### config.mk
export PLATFORM = sky130hd
export DESIGN_NAME = assembly_line_schedule_dp
export DESIGN_NICKNAME = d
export VERILOG_FILES = /design/src/rtl/core/alsd_pkg.sv /design/src/rtl/core/assembly_line_schedule_dp.sv /design/src/rtl/core/alsd_ctrl.sv /design/src/rtl/core/alsd_dp.sv
export VERILOG_INCLUDE_DIRS = /design/src /design/src/rtl/core
export SDC_FILE = /design/constraint.sdc
export NUM_CORES = 1
export LEC_CHECK = 0
export BUFFER_PORTS_ARGS = -buffer_cell sky130_fd_sc_hd__clkbuf_2
export CAP_MARGIN = 20
export CORE_UTILIZATION = 39
export DETAILED_ROUTE_END_ITERATION = 6
export PLACE_DENSITY = 0.56
export SLEW_MARGIN = 20
export SYNTH_ARGS = -nofsm -noshare
export SYNTH_HDL_FRONTEND = slang
export SYNTH_HIERARCHICAL = 1
export SYNTH_SLANG_ARGS = --single-unit
export TNS_END_PERCENT = 5
### constraint.sdc
create_clock -name clock -period 18.9 [get_ports clock]
set_input_delay 0 -clock clock [delete_from_list [all_inputs] [get_ports clock]]
set_output_delay 0 -clock clock [all_outputs]
set_load 0.01 [all_outputs]
### src/rtl/core/assert_macros.svh
// Assertion macros shared by the RTL. Define ASSERT_OFF to compile them out.
`ifndef ASSERT_MACROS_SVH
`define ASSERT_MACROS_SVH

`ifndef ASSERT_OFF

// Same-cycle implication, checked outside reset
`define ASSERT_IMP(lbl, clk, rst, ante, cons) \
   lbl: assert property (@(posedge clk) disable iff (rst) (ante) |-> (cons)) \
      else $error("%m: implication failed");

// Next-cycle implication, checked outside reset
`define ASSERT_NXT(lbl, clk, rst, ante, cons) \
   lbl: assert property (@(posedge clk) disable iff (rst) (ante) |=> (cons)) \
      else $error("%m: next-cycle implication failed");

`else

`define ASSERT_IMP(lbl, clk, rst, ante, cons)
`define ASSERT_NXT(lbl, clk, rst, ante, cons)

`endif

`endif

### src/rtl/core/alsd_pkg.sv
`timescale 1ns / 1ps
`default_nettype none

package alsd_pkg;

   localparam int COST_W  = 16;
   localparam int BYTE_W  = 8;
   localparam int LINE_W  = 2;
   localparam int CSR_IW  = 3;
   localparam int STAGE_OW = 6;

   localparam logic [COST_W-1:0] COST_MAX = '1;

   // Line codes
   localparam logic [LINE_W-1:0] LINE_A   = 2'd0;
   localparam logic [LINE_W-1:0] LINE_B   = 2'd1;
   localparam logic [LINE_W-1:0] LINE_C   = 2'd2;
   localparam logic [LINE_W-1:0] LINE_BAD = 2'd3;

   // Register indexes
   localparam logic [CSR_IW-1:0] CSR_ENTRY_A = 3'd0;
   localparam logic [CSR_IW-1:0] CSR_ENTRY_B = 3'd1;
   localparam logic [CSR_IW-1:0] CSR_ENTRY_C = 3'd2;
   localparam logic [CSR_IW-1:0] CSR_EXIT_A  = 3'd3;
   localparam logic [CSR_IW-1:0] CSR_EXIT_B  = 3'd4;
   localparam logic [CSR_IW-1:0] CSR_EXIT_C  = 3'd5;

   typedef struct packed {
      logic load;       // latch item, form the three candidate sums
      logic pick;       // take minimum, write cost and predecessor
      logic advance;    // stage complete, roll costs forward
      logic fin_sum;    // add exit costs
      logic fin_pick;   // choose best end line, start traceback
      logic emit;       // load output register, read predecessor
      logic step;       // follow predecessor one stage back
   } alsd_cmd_type;

   typedef struct packed {
      logic dest_bad;
      logic dest_is_c;
      logic final_hit;
      logic k_zero;
      logic out_free;
   } alsd_sts_type;

   function automatic logic [COST_W-1:0] sat_cost(input logic [COST_W+1:0] v);
      logic [COST_W-1:0] r;
      r = (v[COST_W+1:COST_W] != 2'b00) ? COST_MAX : v[COST_W-1:0];
      return r;
   endfunction

endpackage

`default_nettype wire

### src/rtl/core/assembly_line_schedule_dp.sv
// Three-line assembly-line scheduler. An input beat is accepted, then the minimum is picked (skipped for a bad line).
// The final-stage beat then adds the exit sums and picks the end line before the first result;
// the first result beat is loaded into the output register once that register is free.
// Traceback then alternates emit and step states per result beat (registered predecessor-RAM read).
// Reset (synchronous, active high) clears configuration, costs, stage count and output valid;
// the predecessor RAM is not cleared, every entry read is written earlier in the run.
`timescale 1ns / 1ps
`default_nettype none

module assembly_line_schedule_dp #(
   parameter int MAX_STAGES = 64
) (
   input  wire logic        clock,
   input  wire logic        reset,
   // item beat
   input  wire logic        req_tvalid,
   output logic             req_tready,
   input  wire logic [31:0] req_tdata,   // prod_cost, move_from_a, move_from_b, move_from_c
   input  wire logic [1:0]  req_tuser,   // dest_line
   input  wire logic        req_tlast,   // final_stage
   // configuration writes
   input  wire logic        csr_we,
   input  wire logic [2:0]  csr_index,
   input  wire logic [7:0]  csr_wdata,
   // result beat
   output logic             rsp_tvalid,
   input  wire logic        rsp_tready,
   output logic [23:0]      rsp_tdata,   // stage_index, chosen_line, total_cost
   output logic             rsp_tlast    // path_end
);
   import alsd_pkg::*;

   alsd_cmd_type cmd;
   alsd_sts_type sts;

   // sequencer: item accept, stage roll, final pick, traceback walk
   alsd_ctrl u_ctrl (
      .clock      (clock),
      .reset      (reset),
      .req_tvalid (req_tvalid),
      .req_tready (req_tready),
      .sts        (sts),
      .cmd        (cmd)
   );

   // cost registers, predecessor RAM and output register
   alsd_dp #(
      .MAX_STAGES (MAX_STAGES)
   ) u_dp (
      .clock      (clock),
      .reset      (reset),
      .cmd        (cmd),
      .sts        (sts),
      .req_tdata  (req_tdata),
      .req_tuser  (req_tuser),
      .req_tlast  (req_tlast),
      .csr_we     (csr_we),
      .csr_index  (csr_index),
      .csr_wdata  (csr_wdata),
      .rsp_tready (rsp_tready),
      .rsp_tvalid (rsp_tvalid),
      .rsp_tdata  (rsp_tdata),
      .rsp_tlast  (rsp_tlast)
   );

endmodule

`default_nettype wire

### src/rtl/core/alsd_ctrl.sv
`timescale 1ns / 1ps
`default_nettype none

module alsd_ctrl (
   input  wire logic                  clock,
   input  wire logic                  reset,
   input  wire logic                  req_tvalid,
   output logic                       req_tready,
   input  wire alsd_pkg::alsd_sts_type sts,
   output alsd_pkg::alsd_cmd_type     cmd
);
   import alsd_pkg::*;

   `include "assert_macros.svh"

   typedef enum logic [2:0] {
      ST_IDLE,
      ST_PICK,
      ST_FIN_SUM,
      ST_FIN_PICK,
      ST_EMIT,
      ST_STEP
   } state_type;

   state_type state_ff, state_in;

   always_comb begin
      state_in = state_ff;
      cmd      = '0;
      unique case (state_ff)
         ST_IDLE: begin
            if (req_tvalid) begin
               cmd.load = 1'b1;
               state_in = ST_PICK;
            end
         end
         ST_PICK: begin
            state_in = ST_IDLE;
            if (!sts.dest_bad) begin
               cmd.pick = 1'b1;
               if (sts.dest_is_c && sts.final_hit) begin
                  state_in = ST_FIN_SUM;
               end else begin
                  cmd.advance = sts.dest_is_c;
               end
            end
         end
         ST_FIN_SUM: begin
            cmd.fin_sum = 1'b1;
            state_in    = ST_FIN_PICK;
         end
         ST_FIN_PICK: begin
            cmd.fin_pick = 1'b1;
            state_in     = ST_EMIT;
         end
         ST_EMIT: begin
            if (sts.out_free) begin
               cmd.emit = 1'b1;
               state_in = sts.k_zero ? ST_IDLE : ST_STEP;
            end
         end
         ST_STEP: begin
            cmd.step = 1'b1;
            state_in = ST_EMIT;
         end
         default: begin
            state_in = ST_IDLE;
         end
      endcase
   end

   assign req_tready = (state_ff == ST_IDLE);

   always_ff @(posedge clock) begin
      if (reset) begin
         state_ff <= ST_IDLE;
      end else begin
         state_ff <= state_in;
      end
   end

   // output register never overwritten while a beat is pending
   `ASSERT_IMP(a_emit_free, clock, reset, cmd.emit, sts.out_free)
   // a traceback step is always followed by an emit attempt
   `ASSERT_NXT(a_step_emit, clock, reset, cmd.step, state_ff == ST_EMIT)
   // final pick leads straight into the traceback, never back to input
   `ASSERT_NXT(a_fin_trace, clock, reset, cmd.fin_pick, !req_tready)

endmodule

`default_nettype wire

### src/rtl/core/alsd_dp.sv
`timescale 1ns / 1ps
`default_nettype none

module alsd_dp #(
   parameter int MAX_STAGES = 64
) (
   input  wire logic                   clock,
   input  wire logic                   reset,
   input  wire alsd_pkg::alsd_cmd_type cmd,
   output alsd_pkg::alsd_sts_type      sts,
   input  wire logic [31:0]            req_tdata,
   input  wire logic [1:0]             req_tuser,
   input  wire logic                   req_tlast,
   input  wire logic                   csr_we,
   input  wire logic [2:0]             csr_index,
   input  wire logic [7:0]             csr_wdata,
   input  wire logic                   rsp_tready,
   output logic                        rsp_tvalid,
   output logic [23:0]                 rsp_tdata,
   output logic                        rsp_tlast
);
   import alsd_pkg::*;

   localparam int SW    = $clog2(MAX_STAGES);
   localparam int DEPTH = MAX_STAGES * 3;
   localparam int AW    = $clog2(DEPTH);

   localparam logic [SW-1:0] LAST_STAGE = SW'(MAX_STAGES - 1);

   // configuration
   logic [BYTE_W-1:0] entry_ff [3];
   logic [BYTE_W-1:0] exit_ff  [3];

   // cost state
   logic [COST_W-1:0] prior_ff [3];
   logic [COST_W-1:0] prior_in [3];
   logic [COST_W-1:0] cur_ff   [3];
   logic [COST_W-1:0] cur_in   [3];
   logic [SW-1:0]     stage_ff, stage_in;

   // item and sums
   logic [LINE_W-1:0] dest_ff;
   logic              fin_ff;
   logic [COST_W-1:0] sum_ff [3];
   logic [COST_W-1:0] sum_in [3];
   logic [COST_W-1:0] tot_ff [3];

   // traceback
   logic [LINE_W-1:0] line_ff;
   logic [COST_W-1:0] total_ff;
   logic [SW-1:0]     k_ff;

   // predecessor store
   logic [LINE_W-1:0] pred_mem [DEPTH];
   logic [LINE_W-1:0] rd_data_ff;
   logic [AW-1:0]     wr_addr, rd_addr;

   // output register
   logic                rsp_valid_ff;
   logic [STAGE_OW-1:0] out_k_ff;
   logic [LINE_W-1:0]   out_line_ff;
   logic [COST_W-1:0]   out_total_ff;
   logic                out_end_ff;

   // input fields
   logic [BYTE_W-1:0] prod;
   logic [BYTE_W-1:0] move [3];
   logic [BYTE_W-1:0] entry_sel;

   // minimum pickers
   logic [COST_W-1:0] best_cost, fin_cost;
   logic [LINE_W-1:0] best_line, fin_line;

   assign prod    = req_tdata[7:0];
   assign move[0] = req_tdata[15:8];
   assign move[1] = req_tdata[23:16];
   assign move[2] = req_tdata[31:24];

   always_comb begin
      unique case (req_tuser)
         LINE_A:  entry_sel = entry_ff[0];
         LINE_B:  entry_sel = entry_ff[1];
         LINE_C:  entry_sel = entry_ff[2];
         default: entry_sel = '0;
      endcase
   end

   // candidate sums; first stage uses the entry cost, others never win
   always_comb begin
      for (int i = 0; i < 3; i++) begin
         if (stage_ff == '0) begin
            sum_in[i] = (i == 0)
               ? sat_cost(18'(entry_sel) + 18'(prod)) : COST_MAX;
         end else begin
            sum_in[i] = sat_cost(18'(prior_ff[i]) + 18'(move[i]) + 18'(prod));
         end
      end
   end

   // ties to the lower line
   always_comb begin
      best_cost = sum_ff[0];
      best_line = LINE_A;
      if (sum_ff[1] < best_cost) begin
         best_cost = sum_ff[1];
         best_line = LINE_B;
      end
      if (sum_ff[2] < best_cost) begin
         best_cost = sum_ff[2];
         best_line = LINE_C;
      end
      fin_cost = tot_ff[0];
      fin_line = LINE_A;
      if (tot_ff[1] < fin_cost) begin
         fin_cost = tot_ff[1];
         fin_line = LINE_B;
      end
      if (tot_ff[2] < fin_cost) begin
         fin_cost = tot_ff[2];
         fin_line = LINE_C;
      end
   end

   always_comb begin
      stage_in = stage_ff;
      for (int i = 0; i < 3; i++) begin
         cur_in[i]   = cur_ff[i];
         prior_in[i] = prior_ff[i];
         if (cmd.pick && dest_ff == LINE_W'(i)) begin
            cur_in[i] = best_cost;
         end
         if (cmd.advance) begin
            prior_in[i] = cur_in[i];
         end
         if (cmd.fin_pick) begin
            cur_in[i]   = '0;
            prior_in[i] = '0;
         end
      end
      if (cmd.advance) begin
         stage_in = stage_ff + 1'b1;
      end
      if (cmd.fin_pick) begin
         stage_in = '0;
      end
   end

   always_ff @(posedge clock) begin
      if (reset) begin
         for (int i = 0; i < 3; i++) begin
            entry_ff[i] <= '0;
            exit_ff[i]  <= '0;
            prior_ff[i] <= '0;
            cur_ff[i]   <= '0;
         end
         stage_ff     <= '0;
         rsp_valid_ff <= 1'b0;
      end else begin
         if (csr_we) begin
            unique case (csr_index)
               CSR_ENTRY_A: entry_ff[0] <= csr_wdata;
               CSR_ENTRY_B: entry_ff[1] <= csr_wdata;
               CSR_ENTRY_C: entry_ff[2] <= csr_wdata;
               CSR_EXIT_A:  exit_ff[0]  <= csr_wdata;
               CSR_EXIT_B:  exit_ff[1]  <= csr_wdata;
               CSR_EXIT_C:  exit_ff[2]  <= csr_wdata;
               default: ;
            endcase
         end
         for (int i = 0; i < 3; i++) begin
            prior_ff[i] <= prior_in[i];
            cur_ff[i]   <= cur_in[i];
         end
         stage_ff <= stage_in;
         if (cmd.emit) begin
            rsp_valid_ff <= 1'b1;
         end else if (rsp_tready) begin
            rsp_valid_ff <= 1'b0;
         end
      end
   end

   // payload registers
   always_ff @(posedge clock) begin
      if (cmd.load) begin
         dest_ff <= req_tuser;
         fin_ff  <= req_tlast;
         for (int i = 0; i < 3; i++) begin
            sum_ff[i] <= sum_in[i];
         end
      end
      if (cmd.fin_sum) begin
         for (int i = 0; i < 3; i++) begin
            tot_ff[i] <= sat_cost(18'(cur_ff[i]) + 18'(exit_ff[i]));
         end
      end
      if (cmd.fin_pick) begin
         line_ff  <= fin_line;
         total_ff <= fin_cost;
         k_ff     <= stage_ff;
      end
      if (cmd.step) begin
         line_ff <= rd_data_ff;
         k_ff    <= k_ff - 1'b1;
      end
      if (cmd.emit) begin
         out_k_ff     <= STAGE_OW'(k_ff);
         out_line_ff  <= line_ff;
         out_total_ff <= total_ff;
         out_end_ff   <= (k_ff == '0);
      end
   end

   assign wr_addr = AW'((AW'(stage_ff) << 1) + AW'(stage_ff) + AW'(dest_ff));
   assign rd_addr = AW'((AW'(k_ff) << 1) + AW'(k_ff) + AW'(line_ff));

   always_ff @(posedge clock) begin
      if (cmd.pick) begin
         pred_mem[wr_addr] <= best_line;
      end
      if (cmd.emit) begin
         rd_data_ff <= pred_mem[rd_addr];
      end
   end

   assign sts.dest_bad  = (dest_ff == LINE_BAD);
   assign sts.dest_is_c = (dest_ff == LINE_C);
   assign sts.final_hit = fin_ff || (stage_ff == LAST_STAGE);
   assign sts.k_zero    = (k_ff == '0);
   assign sts.out_free  = !rsp_valid_ff || rsp_tready;

   assign rsp_tvalid = rsp_valid_ff;
   assign rsp_tdata  = {out_total_ff, out_line_ff, out_k_ff};
   assign rsp_tlast  = out_end_ff;

endmodule

`default_nettype wire
== Yosys cells after proc, flatten, opt, wreduce, memory -nomap -nowiden ==
Memory sizes are Yosys's and may differ from the RTL's. A register that Yosys moved wholly into a read port is not among the register bits.
Index checks and enable logic that the tools add are counted.
Storage, ports and cells
  memory bits (writable): 624
  register bits after elaboration: 62
  output and inout port bits: 27
  word-level logic and storage cells: 192
  memories: 7
  bits of input ports: 51
Memory list
  u_dp.pred_mem: depth 192, bits a word 2, read ports 1, clocked after memory_dff 1, write ports 1, RTL line alsd_dp.sv:54  | logic [LINE_W-1:0] pred_mem [DEPTH];
  u_dp.cur_ff: depth 3, bits a word 16, read ports 3, clocked after memory_dff 0, write ports 3, RTL line alsd_dp.sv:37  | logic [COST_W-1:0] cur_ff [3];
  u_dp.prior_ff: depth 3, bits a word 16, read ports 3, clocked after memory_dff 0, write ports 3, RTL line alsd_dp.sv:35  | logic [COST_W-1:0] prior_ff [3];
  u_dp.sum_ff: depth 3, bits a word 16, read ports 3, clocked after memory_dff 0, write ports 3, RTL line alsd_dp.sv:44  | logic [COST_W-1:0] sum_ff [3];
  u_dp.tot_ff: depth 3, bits a word 16, read ports 3, clocked after memory_dff 0, write ports 3, RTL line alsd_dp.sv:46  | logic [COST_W-1:0] tot_ff [3];
  u_dp.entry_ff: depth 3, bits a word 8, read ports 3, clocked after memory_dff 0, write ports 3, RTL line alsd_dp.sv:31  | logic [BYTE_W-1:0] entry_ff [3];
  1 more memories
Cells by class
  order comparisons: 4
  muxes and demuxes: 98
  reduce and logical (&&, ||, !) cells: 25
  add/sub/neg operators: 16
  equality and inequality tests: 18
  bitwise operators: 12
Operators by type and width (number)
  2-to-1 mux 16 bit: 32
  adder 16 x 8 -> 17 bit: 6
  < comparator 16 bit: 4
  adder 18 x 8 -> 18 bit: 3
  2-to-1 mux 8 bit: 6
  2-to-1 mux 1 bit: 45
  case mux 8 bit (3 select lines): 1
  adder 7 x 6 -> 8 bit: 2
  adder 8 x 2 -> 8 bit: 2
  2-to-1 mux 2 bit: 8
  nonzero test 2 bit: 8
  case mux 3 bit (5 select lines): 1
  == test 3 x 2 -> 1 bit (second input constant): 4
  == test 3 bit (second input constant): 4
  logical NOT 6 bit: 2
  2-to-1 mux 6 bit: 2
  bitwise OR 1 bit: 12
  adder 8 x 8 -> 9 bit: 1
  2-to-1 mux 3 bit: 3
  adder 6 x 1 -> 6 bit (second input constant): 1
  == test 2 bit (second input constant): 3
  == test 3 x 1 -> 1 bit (second input constant): 2
  == test 6 bit (second input constant): 1
  logical NOT 3 bit: 2
  other kinds (10): 18

== Logic depth before layout (Yosys ltp) ==
Gate-level depths: netlist (run 1).
  depth in word-level cells: 11
  depth in mapped cells: 21
  gate-level depth less buffers: 17

== Modules after synthesis ==
Netlist (run 1), hierarchy kept.
By module, submodules not included
  alsd_dp: area each 33075.5 um^2, times used 1, cells an instance 2532, sequential area each 19538.7 um^2
  alsd_ctrl: area each 229.0 um^2, times used 1, cells an instance 23, sequential area each 60.1 um^2

== Worst setup path before layout (run 1) ==
OpenSTA, ideal clock, no wires.
  kind: register -> register
  start: memory u_dp.sum_ff[1][2] (netlist: u_dp/sum_ff[0][18])
  end: memory u_dp.pred_mem[0][0] (data pin)
  stages on the path, launching flop included: 19
  arrival: 9.564 ns
  buffers on the path: 3
  slack: 8.248 ns
  setup time: 1.088 ns
  required time: 17.812 ns
  cells stage by stage: edfxtp_1 -> ha_1 -> a211o_1 -> a31oi_1 -> o31ai_1 -> a211o_1 -> buf_6 -> buf_2 -> mux2i_1 -> ha_1 -> a21o_1 -> a21o_1 -> a21oi_1 -> a2111oi_0 -> nor2b_1 -> a31oi_4 -> buf_12 -> inv_1 -> nor2_1
RTL lines (RTL line)
  from (decl): alsd_dp.sv:44
  to (decl): alsd_dp.sv:54

==> qor.yml, run 1 <==
post_synth_most_frequent_cells: "sky130_fd_sc_hd__edfxtp_1 (582), sky130_fd_sc_hd__nor2_1 (278), sky130_fd_sc_hd__nand2_1 (156)"
synth_simple_gate_area_share_pct: 10.0
tritoncts: "done"
drt_pass1_iterations: 6
timing_worst_slew_pin_value_ns: 1.08
floorplan.die_area_um2: 86600
setup_violations: 0
fp.dieW_um: 294
synth_compound_area_share_pct: 7.59
first_pass_grt_wire_length_um: 124000
most_frequent_cell_after_synthesis: "sky130_fd_sc_hd__edfxtp_1"
postSynth.asyncResetShare_pct: 0
antenna_violating_nets_post_route: 0
crit_type: "reg -> reg"
seq_area_frac_synth_pct: 58.8
globalplace.congestion: 0.882
post-dp-hpwl_um: 55600
synthToLayoutAreaGrowth_pct: 13.2
synth_top_cell_area_share_pct: 52.5
post_cts_hold_buffer_count: 25
cts_made_buffers: 75
dr_total_vias: 20800
post_synth_fa_ha_maj_area_fraction_pct: 7.74
count_of_maximum_capacitance_violations: 0
placeableCoreArea_um2: 84100
cts.htree.levels: 3
overall_overflow_remaining_after_global_route: 0
synth_xor_area_share_pct: 1.99
post_synth_mux_area_share_pct: 10.7
floorplan.initialDensity_pct: 39.6
antenna_found_initial: 0
drt_iter0_drcs: 1564
synth_top_family_by_area: "multiplexers"
clock_tree.buffer_depth: 3
die_y_um: 294
clock_slew_seen_by_the_registers_of_the_worst_setup_and_hold_paths_ns: 0.06
maximum_number_of_pins_on_one_net_before_global_route_repair: 119
port_buffers: 77
synth_cell_type_count: 73
setup.worst_path.start_class: "flip-flop"
insertedDiodeCount: 0
post-route-min-period_ns: 6.80
status: "complete, no violations"
critical_path.max_fanout: 118
route.detailed.vias_per_inst: 5.42
yosysWarningCount: 6
cts-root-buf: "sky130_fd_sc_hd__clkbuf_16"
placement_rows: 106
final-max-slew-violation-count: 0
rr_worst_depth: 17
top_level_ports: 78
yosys-top-cells-area: "sky130_fd_sc_hd__edfxtp_1 (52%), sky130_fd_sc_hd__mux4_2 (7.0%), sky130_fd_sc_hd__dfxtp_1 (6.4%)"
synth_edf_count: 582
synth_largest_area_cell: "sky130_fd_sc_hd__edfxtp_1"
syn-instance-count: 2555
synth-main-ff-cell: "sky130_fd_sc_hd__edfxtp_1"
setup.worst_path.end_class: "flip-flop"
post_cts.repair.setup_buffers: 0
avg_inst_size_synth_um2: 13.0
grt_use_total_pct: 18.9
power_mw: 3.45
fin_crit_sh_pct: 36.0
routed_wire_length_per_instance_um: 21.2
final_hold_viol_count: 0
leakage_nw: 13.7
power_density_nw_per_um2: 91.6
final_setup_tns_ns: 0
drc: 0
crit_required_ns: 19.17
number_of_global_route_vias_before_repair: 21400
hold_path.class: "in -> reg"
routed_wirelength_um: 81200
unrepaired_setup_endpoints_after_global_routing: "false"
worst_skew_pair.late_latency_ns: 0.65
ys_seq_elements: 688
max_transition_margin_pct: 28.1
syn-cell-area_um2: 33300
worst_hold_path.num_cells: 4
cts.repair.resized: 0
tritoncts_num_sinks: 688
drive_gt1_share_pct: 14.4
arrival_ns: 7.07
synth.net_count: 2791
design.final.nets: 2870
timing.fmax_mhz: 147
ir_drop_uv: 71.0
finClkSkew_ns: 0.0645
==> flip-flops by register name, indices dropped and copies added, names as in the netlist <==
register	count
u_dp/rsp_tvalid	1
u_dp/total_ff	16
u_dp/entry_ff	24
u_dp/pred_mem	384
u_dp/stage_ff	6
u_dp/exit_ff	24
u_dp/rd_data_ff	2
u_dp/cur_ff	48
u_dp/rsp_tlast	1
u_dp/out_total_ff	16
u_dp/out_line_ff	2
u_dp/line_ff	2
u_dp/sum_ff	48
u_dp/prior_ff	48
u_dp/tot_ff	48
u_dp/k_ff	6
u_dp/out_k_ff	6
u_dp/dest_ff	2
u_ctrl/state_ff	3
u_dp/fin_ff	1
==> path summary, 6_finish.rpt <==
check                          start              endpoint  slack, ns
hold / removal         req_tdata[17]    u_dp/sum_ff[0][17]       0.03
setup reg to reg  u_dp/sum_ff[0][18]  u_dp/pred_mem[78][0]      12.10
setup / recovery  u_dp/sum_ff[0][18]  u_dp/pred_mem[78][0]      12.10
hold reg to reg     u_dp/total_ff[9]  u_dp/out_total_ff[9]       0.42
==> per-stage QoR <==
step	cells	cell area, um2	util, %	hold WS [ns]	setup WS (ns)
CTS	3830	37700	44.8	0.0131	11.82
floorplan	2555	33300	-	0.0691	8.25
global route	3830	37700	44.8	0.0392	11.55
finish	3830	37700	44.8	0.0305	12.10
global placement	3666	34800	41.4	0.268	11.96
detailed placement	3666	34800	41.4	0.262	11.82
==> cell usage in the layout, fill, tap and decap left out, drive strengths merged, types with 9 or more instances in the layout <==
cell and n:
edfxtp 582, nor2 278, clkbuf 172, nand2 156
o21ai 156, ha 150, inv 138, dfxtp 106
nand3 104, mux4 104, mux2i 87, a21oi 68
a31oi 63, xnor2 47, a21o 35, fa 35
clkinv 29, nor3 28, xor2 28, mux2 27
buf 26, dlygate4sd3 25, nor2b 24, and2 24
nand2b 21, nand4 17, and3 17, and4 17
a211oi 10, o21a 9, or3 9
==> power by group <==
group	leakage (nW)	internal (mW)	switching [mW]
sequential	6.14	1.69	0.0113
combinational	6.26	0.0806	0.159
clock	1.26	0.891	0.619
==> area by class of cell <==
class,instances,area [um2]
Clock buffer,95,2050
Multi-Input combinational cell,1605,12700
Timing Repair Buffer,128,831
Fill cell,7628,46400
Tap cell,1134,1420
Clock inverter,44,566
Sequential cell,688,19600
Inverter,136,515
==> critical path: stages (launching register included) <==
cell,delay (ns)
sky130_fd_sc_hd__edfxtp_1,0.38
sky130_fd_sc_hd__ha_1,0.30
sky130_fd_sc_hd__a211o_1,0.11
sky130_fd_sc_hd__a31oi_1,0.05
sky130_fd_sc_hd__o31ai_1,0.40
sky130_fd_sc_hd__a211o_1,0.90
sky130_fd_sc_hd__mux2i_1,0.26
sky130_fd_sc_hd__ha_1,0.37
sky130_fd_sc_hd__a21o_1,0.12
sky130_fd_sc_hd__a21o_1,0.11
sky130_fd_sc_hd__a21oi_1,0.07
sky130_fd_sc_hd__a2111oi_0,0.35
sky130_fd_sc_hd__nor2b_1,0.17
sky130_fd_sc_hd__a31oi_4,0.66
sky130_fd_sc_hd__inv_6,0.43
sky130_fd_sc_hd__nor2_4,0.18
sky130_fd_sc_hd__buf_4,0.61
sky130_fd_sc_hd__buf_4,0.90
==> kinds of logic after synthesis <==
kind of cell,count (synthesis)
xor gates and xnor gates,75
muxes,218
DFF,688
buffers and inverters,262
AOI/OAI and AO/OA,409
and+or+nand+nor,718
adders and majority gates,185
==> routing by layer <==
metal | wire length (um) | vias to the layer above | global-route usage [%]
li1 | - | 9694 | -
met1 | 34400 | 10400 | 24.0
met2 | 40400 | 561 | 32.6
met3 | 3860 | 145 | 2.90
met4 | 2540 | 0 | 6.85
met5 | 0 | - | 0
(Power assumes the default switching activity.)
==> inputs of run 2 (changes only) <==
==> constraint.sdc (replaced) <==
create_clock -name clock -period 7 [get_ports clock]
set_input_delay 0 -clock clock [delete_from_list [all_inputs] [get_ports clock]]
set_output_delay 0 -clock clock [all_outputs]
set_load 0.01 [all_outputs]
==> run 2 against run 1 <==
Effect of this change:
- register-to-register slack worse by 10 ns
- highest routed layer unchanged
- non-clock buffer count up 4
- clock skew up 0.0059 ns
- utilization down 0.097 points
- global-route usage about the same
- sequential cell count unchanged
- via count down 0.13%
- first-iteration DRC count up 2.7%
- hold slack better by 0.092 ns
==> qor.yml, run 2 (synthesized netlist as in run 1, its figures left out) <==
insertedDiodeCount: 0
arrival_ns: 5.71
placeableCoreArea_um2: 84100
number_of_global_route_vias_before_repair: 21600
design.final.nets: 2874
routed_length_on_met2_um: 40600
worst-path-buf-inv: 4
antenna_violating_nets_post_route: 0
route.detailed.vias_per_inst: 5.41
maximum_number_of_pins_on_one_net_before_global_route_repair: 193
met3_wire_length_um: 3650
count_of_maximum_capacitance_violations: 0
timing.fmax_mhz: 186
port_buffers: 77
largest_register_ff_count: 384
post-route-min-period_ns: 5.37
first_pass_grt_wire_length_um: 125000
detail_route.wirelength.met1_um: 34000
largest_register: "u_dp/pred_mem"
clock_slew_seen_by_the_registers_of_the_worst_setup_and_hold_paths_ns: 0.06
fin_crit_sh_pct: 76.7
mostFrequentLayoutCells: "sky130_fd_sc_hd__edfxtp_1 (582), sky130_fd_sc_hd__nor2_1 (275), sky130_fd_sc_hd__nand2_1 (156), sky130_fd_sc_hd__ha_1 (148), sky130_fd_sc_hd__inv_1 (135)"
hold_path.class: "in -> reg"
finClkSkew_ns: 0.0704
routed_wirelength_um: 80800
overall_overflow_remaining_after_global_route: 0
crit_type: "reg -> reg"
power_mw: 9.12
antenna_found_initial: 0
worst_skew_pair.late_latency_ns: 0.66
final_hold_viol_count: 0
clock_tree.buffer_depth: 3
setup.worst_path.start_class: "flip-flop"
hp-start: "req_tdata[0]"
drive_gt1_share_pct: 14.2
leakage_nw: 13.6
grt_use_total_pct: 18.9
unrepaired_setup_endpoints_after_global_routing: "false"
drc: 0
top_level_ports: 78
setup.worst_path.end_class: "flip-flop"
globalplace.congestion: 0.899
setup_violations: 0
post-dp-hpwl_um: 55600
slowest_delay_ns: 0.88
critical_path.max_fanout: 192
status: "complete, no violations"
worst_r2r_startpoint: "u_dp/sum_ff[0][2]"
worst_path_dominant_cell_family: "compound AO/OA/AOI/OAI gates"
crit_slowest_cell: "sky130_fd_sc_hd__a211o_1"
power_report.internal_total_mw: 7.00
placement_rows: 106
crit_required_ns: 7.34
timing_worst_slew_pin_value_ns: 1.14
top_layer: "met4"
total_switching_power_mw: 2.12
drt_iter0_drcs: 1607
dr_total_vias: 20700
cp_cell_sequence: "inv_1 > ha_1 > a211o_1 > a31oi_1 > o31ai_1 > a211o_1 > mux2i_1 > ha_1 > a21o_1 > a21o_1 > a21oi_1 > a2111oi_0 > nor2b_1 > a31oi_4 > buf_4 > clkinvlp_4 > nor2_4 > buf_12"
post_route_utilization_pct: 44.7
cts-root-buf: "sky130_fd_sc_hd__clkbuf_16"
fp.dieW_um: 294
routed_wire_length_per_instance_um: 21.1
tritoncts: "done"
max_transition_margin_pct: 23.9
cts.htree.levels: 3
pwr-share-clk_pct: 42.5
cts.repair.resized: 0
floorplan.die_area_um2: 86600
cts_made_buffers: 75
floorplan.initialDensity_pct: 39.6
combPwrFrac_pct: 7.1
layout_commonest_cell: "sky130_fd_sc_hd__edfxtp_1"
cp-startpoint: "u_dp/sum_ff[0][2]"
tritoncts_num_sinks: 688
switching_share_pct: 23.2
die_y_um: 294
synthToLayoutAreaGrowth_pct: 12.9
final-max-slew-violation-count: 0
drt_pass1_iterations: 6
ir_drop_uv: 223
power_density_nw_per_um2: 242
pwr-share-seq_pct: 50.4
-- run 2: cell count changes in the layout (fill, tap and decap cells not counted), moves of 2 or more --
cell / delta
sky130_fd_sc_hd__bufinv_16: -5
sky130_fd_sc_hd__buf_12: +3
sky130_fd_sc_hd__clkbuf_8: +2
sky130_fd_sc_hd__clkinv_1: +2
sky130_fd_sc_hd__dlygate4sd3_1: +2
sky130_fd_sc_hd__inv_6: -2
-- run 2: power by group through the flow --
stage,clock (mW),combinational [mW],sequential [mW]
finish,3.87,0.650,4.59
global route,4.11,0.719,4.60
global placement,0,0.624,4.68
floorplan,0,0.418,4.68
detailed placement,0,0.638,4.68
CTS,3.96,0.654,4.59
-- run 2: per-stage QoR --
| step | area (um2) | hold slack, ns | TNS, ns | instances | worst slack (ns) |
|---|---|---|---|---|---|
| floorplan | 33300 | 0.0691 | -700.88 | 2555 | -3.65 |
| global placement | 34900 | 0.271 | 0 | 3668 | 1.78 |
| detailed placement | 34900 | 0.275 | 0 | 3668 | 1.66 |
| CTS | 37600 | 0.0886 | 0 | 3830 | 1.62 |
| global route | 37600 | 0.130 | 0 | 3830 | 1.20 |
| finish | 37600 | 0.123 | 0 | 3830 | 1.63 |
-- run 2: area by class of cell --
cell class | instances | area [um2]
tap | 1134 | 1420
fill | 7676 | 46500
timing repair buffer | 132 | 903
clock buffer | 97 | 2050
inverter | 136 | 514
multi-input combinational | 1605 | 12700
sequential | 688 | 19600
clock inverter | 38 | 399
-- run 2: worst paths after layout --
check,endpoint,slack [ns],depth (start not counted)
max reg2reg,u_dp/pred_mem[32][0],1.63,18
min reg2reg,u_dp/out_total_ff[0],0.41,0
max,u_dp/pred_mem[32][0],1.63,18
min,u_dp/sum_ff[0][32],0.12,4
-- run 2: worst register-to-register path, stage by stage, from the launching register on --
cell and delay (ns):
sky130_fd_sc_hd__edfxtp_1 0.34, sky130_fd_sc_hd__inv_1 0.05, sky130_fd_sc_hd__ha_1 0.29, sky130_fd_sc_hd__a211o_1 0.12
sky130_fd_sc_hd__a31oi_1 0.04, sky130_fd_sc_hd__o31ai_1 0.36, sky130_fd_sc_hd__a211o_1 0.88, sky130_fd_sc_hd__mux2i_1 0.24
sky130_fd_sc_hd__ha_1 0.36, sky130_fd_sc_hd__a21o_1 0.12, sky130_fd_sc_hd__a21o_1 0.11, sky130_fd_sc_hd__a21oi_1 0.08
sky130_fd_sc_hd__a2111oi_0 0.40, sky130_fd_sc_hd__nor2b_1 0.18, sky130_fd_sc_hd__a31oi_4 0.17, sky130_fd_sc_hd__buf_4 0.31
sky130_fd_sc_hd__clkinvlp_4 0.21, sky130_fd_sc_hd__nor2_4 0.12, sky130_fd_sc_hd__buf_12 0.55
-- run 2: per-layer routing --
layer | track usage [%] | vias to the layer above
met3 | 2.52 | 157
met5 | 0 | -
met2 | 33.3 | 553
met1 | 23.7 | 10300
met4 | 6.67 | 0
li1 | - | 9672
-- run 2: repair_timing --
item,in CTS,in global routing
hold endpoints to repair,100,0
buffers inserted,0,0
hold buffers,27,0
